**src/design/lobm_pkg.sv**
```systemverilog
`timescale 1ns / 1ps
// ----------------------------------------------------------------------------
// lobm_pkg
// Shared constants, codes and controller/datapath interface types for the
// limit order book matcher.
// ----------------------------------------------------------------------------
package lobm_pkg;

    localparam int PRICE_LEVELS = 256;
    localparam int ORDER_SLOTS  = 32;
    localparam int QTY_BITS     = 20;

    localparam int LVL_BITS  = $clog2(PRICE_LEVELS);
    localparam int SLOT_BITS = $clog2(ORDER_SLOTS);
    localparam int K_BITS    = $clog2(ORDER_SLOTS + 1);
    localparam int LV_W      = 2 * SLOT_BITS;

    localparam int ID_W   = 31;
    localparam int PX_W   = 8;
    localparam int QTY_W  = 20;
    localparam int KIND_W = 3;
    localparam int TYPE_W = 2;

    localparam logic [TYPE_W-1:0] REQ_BUY_ADD     = 2'd0;
    localparam logic [TYPE_W-1:0] REQ_BUY_CANCEL  = 2'd1;
    localparam logic [TYPE_W-1:0] REQ_SELL_ADD    = 2'd2;
    localparam logic [TYPE_W-1:0] REQ_SELL_CANCEL = 2'd3;

    typedef enum logic [KIND_W-1:0] {
        EV_TRADE,
        EV_RESTED,
        EV_NOT_RESTED,
        EV_CANCEL_OK,
        EV_CANCEL_FAIL,
        EV_REJECT_FULL
    } event_t;

    typedef enum logic [3:0] {
        ST_IDLE,
        ST_SCAN,
        ST_LAT,
        ST_FILL,
        ST_NEXT,
        ST_FRD,
        ST_FWR,
        ST_CRD,
        ST_CLAT,
        ST_CWALK
    } state_t;

    typedef enum logic [3:0] {
        CMD_NONE,
        CMD_LOAD,
        CMD_STEP,
        CMD_LV_RD,
        CMD_LV_LATCH,
        CMD_FILL,
        CMD_F_RD,
        CMD_FINAL,
        CMD_C_RD,
        CMD_C_LATCH,
        CMD_C_STEP
    } cmd_t;

    typedef struct packed {
        cmd_t cmd;
    } ctrl_cmd_t;

    typedef struct packed {
        logic req_cancel;
        logic live_p;
        logic live_px;
        logic rem_zero;
        logic k_full;
        logic at_limit;
        logic id_match;
        logic s_tail;
    } dp_status_t;

endpackage

```
**src/design/lobm_ctrl.sv**
```systemverilog
`timescale 1ns / 1ps
// ----------------------------------------------------------------------------
// lobm_ctrl
// Sequencer: walks levels and FIFO entries, issues one datapath command per
// cycle.
// ----------------------------------------------------------------------------
module lobm_ctrl (
    input  logic                clk,
    input  logic                rst_n,
    input  logic                start,
    input  lobm_pkg::dp_status_t status,
    output lobm_pkg::ctrl_cmd_t  ctrl,
    output logic                busy
);
    import lobm_pkg::*;

    state_t state_reg;
    state_t state_next;

    always_ff @(posedge clk or negedge rst_n)
    begin
        if (!rst_n)
        begin
            state_reg <= ST_IDLE;
        end
        else
        begin
            state_reg <= state_next;
        end
    end

    always_comb
    begin
        state_next = state_reg;
        ctrl.cmd   = CMD_NONE;
        case (state_reg)
            ST_IDLE:
            begin
                if (start)
                begin
                    ctrl.cmd   = CMD_LOAD;
                    state_next = status.req_cancel ? ST_CRD : ST_SCAN;
                end
            end
            ST_SCAN:
            begin
                if (status.rem_zero || status.k_full)
                begin
                    state_next = ST_FRD;
                end
                else if (status.live_p)
                begin
                    ctrl.cmd   = CMD_LV_RD;
                    state_next = ST_LAT;
                end
                else if (status.at_limit)
                begin
                    state_next = ST_FRD;
                end
                else
                begin
                    ctrl.cmd = CMD_STEP;
                end
            end
            ST_LAT:
            begin
                ctrl.cmd   = CMD_LV_LATCH;
                state_next = ST_FILL;
            end
            ST_FILL:
            begin
                ctrl.cmd   = CMD_FILL;
                state_next = ST_NEXT;
            end
            ST_NEXT:
            begin
                if (status.rem_zero || status.k_full)
                begin
                    state_next = ST_FRD;
                end
                else if (status.live_p)
                begin
                    state_next = ST_FILL;
                end
                else if (status.at_limit)
                begin
                    state_next = ST_FRD;
                end
                else
                begin
                    ctrl.cmd   = CMD_STEP;
                    state_next = ST_SCAN;
                end
            end
            ST_FRD:
            begin
                ctrl.cmd   = CMD_F_RD;
                state_next = ST_FWR;
            end
            ST_FWR:
            begin
                ctrl.cmd   = CMD_FINAL;
                state_next = ST_IDLE;
            end
            ST_CRD:
            begin
                ctrl.cmd   = CMD_C_RD;
                state_next = ST_CLAT;
            end
            ST_CLAT:
            begin
                ctrl.cmd   = CMD_C_LATCH;
                state_next = status.live_px ? ST_CWALK : ST_IDLE;
            end
            ST_CWALK:
            begin
                ctrl.cmd = CMD_C_STEP;
                if (status.id_match || status.s_tail)
                begin
                    state_next = ST_IDLE;
                end
            end
            default:
            begin
                state_next = ST_IDLE;
            end
        endcase
    end

    assign busy = (state_reg != ST_IDLE);

endmodule

```
**config.mk**
```make
export PLATFORM = sky130hd
export DESIGN_NAME = lobm_ctrl
export DESIGN_NICKNAME = d
export VERILOG_FILES = /design/src/design/lobm_pkg.sv /design/src/design/lobm_ctrl.sv
export SDC_FILE = /design/constraint.sdc
export NUM_CORES = 1
export LEC_CHECK = 0
export BUFFER_PORTS_ARGS = -buffer_cell sky130_fd_sc_hd__buf_2
export CAP_MARGIN = 10
export CELL_PAD_IN_SITES_DETAIL_PLACEMENT = 1
export CELL_PAD_IN_SITES_GLOBAL_PLACEMENT = 1
export CORE_AREA = 2 2 39 41
export CTS_BUF_LIST = sky130_fd_sc_hd__clkbuf_8
export DETAILED_ROUTE_END_ITERATION = 6
export DIE_AREA = 0 0 41 43
export PLACE_DENSITY = 0.77
export RECOVER_POWER = 100
export SLEW_MARGIN = 20
export SYNTH_ARGS = -nofsm -noshare
export SYNTH_HDL_FRONTEND = slang
export SYNTH_SLANG_ARGS = --single-unit
```
**constraint.sdc**
```tcl
create_clock -name clk -period 2.2 [get_ports clk]
set_input_delay 0.22 -clock clk [delete_from_list [all_inputs] [get_ports clk]]
set_output_delay 0.22 -clock clk [all_outputs]
set_load 0.05 [all_outputs]
```
==> summary.txt <==
Status
  • Status: complete, no violations

Critical path
  • Max Fanout on Critical Path: 17
  • Critical Path RT: 1980 ps
  • Max incr delay on CP: 650 ps
  • Critical path type: reg -> out
  • Critical path depth: 4
  • Bufs and invs on worst path: 1
  • R2R cell count: 3
  • Crit. Startpoint: state_reg[2]
  • Startpoint types: flop
  • Data arrival, critical path: 1770 ps
  • Reg-to-Reg Start: state_reg[2]
  • Crit. End Element: output pin
  • Top delay family on crit path: flip-flops
  • Worst-path cell chain: nand2_1 > xnor2_1 > nor2_1 > clkbuf_1
  • Slowest cell on crit path: dfrtp_1

STA
  • Setup ws final: 209.3 ps
  • Minimum clock period: 1991 ps
  • Worst Clk Skew: around 3.3 ps
  • Setup violators final: 0
  • RSZ-0062 raised after global routing: no
  • Ratio of final minimum period to clock period: 90.49%
  • Final Hold Viols: 0
  • Total negative slack: 0 ps
  • Max-slew violation count: 0
  • Least-Margin Pin Slew: 632.3 ps
  • Relative slew slack: 58.03%
  • Fmax: 502.3 MHz
  • WHS: 379.9 ps

Finish
  • Register area: approximately 100 sq um
  • Commonest non-fill, non-tap cells in the layout: nor2_1 (9), buf_2 (9), nand2_1 (8), o21ai_0 (4), dfrtp_1 (4)
  • Area of the multi-input gates: 315.3 sq um
  • Share of cells above drive strength 1: 25.00%
  • Post-route cell area: 565.5 sq um
  • Fin util: 40.87%
  • Post-Layout Cell Count: 92
  • Max reg flops: 4
  • Fill cells: 193
  • N_diodes: 0
  • # nets final: 89
  • Synth-to-layout area growth: 25.56%

Global routing
  • GRT Total Usage: 18.43%
  • Initial antenna violation count: 0
  • GRT overflow: 0
  • Vias in the first global route: 511
  • Largest net degree at the start of global routing: 18
  • Global-route wire length before repair: around 2200 microns

CTS
  • CTS tree: done
  • Worst-Skew Late Latency: 220 ps
  • CTS buffer count: 3
  • Clock-pin slew on the worst setup and hold paths: 30 ps
  • Clock root cell: clkbuf_8
  • Deepest clock path buffer count: 2
  • CTS Sinks: 4
  • Post-cts sizing count: 0
  • H-tree depth: 1

Placed design
  • Setup WS pre-CTS: 340.2 ps
  • DP Cell Count: 88
  • Area post-placement: 524.3 sq um
  • DPL Wire Length: 1011 microns
  • I/O Buffers: 15
  • RePlAce Congestion: 0.7729

Floorplan
  • Starting Density: ~33%
  • Core area: 1384 sq um
  • Top Ports: 16
  • Die Y: 43 microns
  • Die area: roughly 1800 sq um
  • Std cell rows: 14
  • Die span in x: 41 microns

Detailed routing
  • Post-route ant nets: 0
  • DRT iter0 DRCs: 6
  • Met3 WL post-DR: ~70 microns
  • Routed WL: roughly 1400 microns
  • Top Metal Used: met4
  • WL per Instance: between 10 and 15 microns
  • WL met2: 656 microns
  • DRC errors left: 0
  • Vias/cell: 5.826
  • DRT Pass-1 Iters: 4
  • Metal1 wirelength: 592 microns
  • Via count: 536

Synthesis
  • Syn_nets: 73
  • Sequential area share after synthesis: 22.22%
  • Synth top area share: 22.22%
  • Unique masters post-synth: 29
  • Post-Syn Instances: 62
  • Largest cells by area after synthesis: dfrtp_1 (22%), nor2_1 (7.5%), nand2_1 (6.7%)
  • Syn Area/Cell: 7.265 sq um
  • FF+latch count, synth: 4
  • Ys Warns: 0
  • Cell Area, Synth: 450.4 sq um
  • Synth area leader: dfrtp_1

Hold path
  • HP Class: in -> async

Job
  • Max-cap viol count: 0

Power and ir drop
  • Pwr Total: 1.034 mW
  • Pleak: about 0.24 nW
  • Power per cell area: ~1800 nW/um^2
  • Max IR drop VDD: about 630 uV
==> logic make-up (layout without fill, tap and decap cells) <==
logic type / after synthesis / after routing / synth area share, %
AOI/OAI and AO/OA: 21 / 21 / 33.61
xor gates and xnor gates: 1 / 1 / 1.945
buffers and inverters: 7 / 21 / 7.499
DFF: 4 / 4 / 22.22
muxes: 1 / 1 / 2.222
and+or+nand+nor: 28 / 28 / 32.50
==> worst reg2reg max path, stage by stage, from the launching register on <==
cell and delay, ps:
dfrtp_1 550, nor2b_1 230, o31a_1 290, a2111oi_0 400
==> cell usage after synthesis <==
library cell,n
dfrtp_1,4
a32o_1,1
a2111oi_0,1
nor2_1,9
nor3_1,1
nand2b_1,2
nand3b_1,1
nor4_1,2
a31oi_1,2
o22ai_1,3
o31ai_1,2
or4_1,1
xnor2_1,1
mux2i_1,1
o21ai_0,4
inv_2,2
o211ai_1,1
o31a_1,2
nor3b_4,1
and2_1,1
nand2_1,8
a221oi_1,1
a211oi_1,1
buf_2,3
buf_4,1
a2111oi_2,1
a21oi_1,2
clkbuf_1,1
nor2b_1,2
==> worst paths after layout <==
check	endpoint	slack, ps
setup / recovery	ctrl[2]	210
hold / removal	state_reg[2]	380
setup reg to reg	state_reg[1]	590
hold reg to reg	state_reg[2]	760
max in group asynchronous	state_reg[0]	1630
min in group clk	state_reg[3]	410
==> area by class of cell <==
| class | instances | area share, % |
|---|---|---|
| multi-input combinational | 51 | 55.75 |
| sequential | 4 | 17.70 |
| clock buffer | 3 | 7.301 |
| timing repair buffer | 16 | 14.38 |
| inverter | 2 | 1.327 |
| tap | 16 | 3.540 |
==> power by group <==
part	switching, mW	internal [mW]
logic	0.439	0.202
clock network	0.0366	0.116
registers	0.132	0.108
==> repair_timing <==
action / CTS / global route
endpoints found under the hold margin: 4 / 0
hold buffers: 1 / 0
setup buffers: 0 / 0
==> metal layers <==
layer | GRT usage, % | up-vias
met5 | 0 | -
met4 | 10.00 | 0
met3 | 7.853 | 6
met2 | 26.88 | 19
met1 | 21.75 | 249
li1 | - | 262
Note: power is estimated with default switching activity, not from simulation.
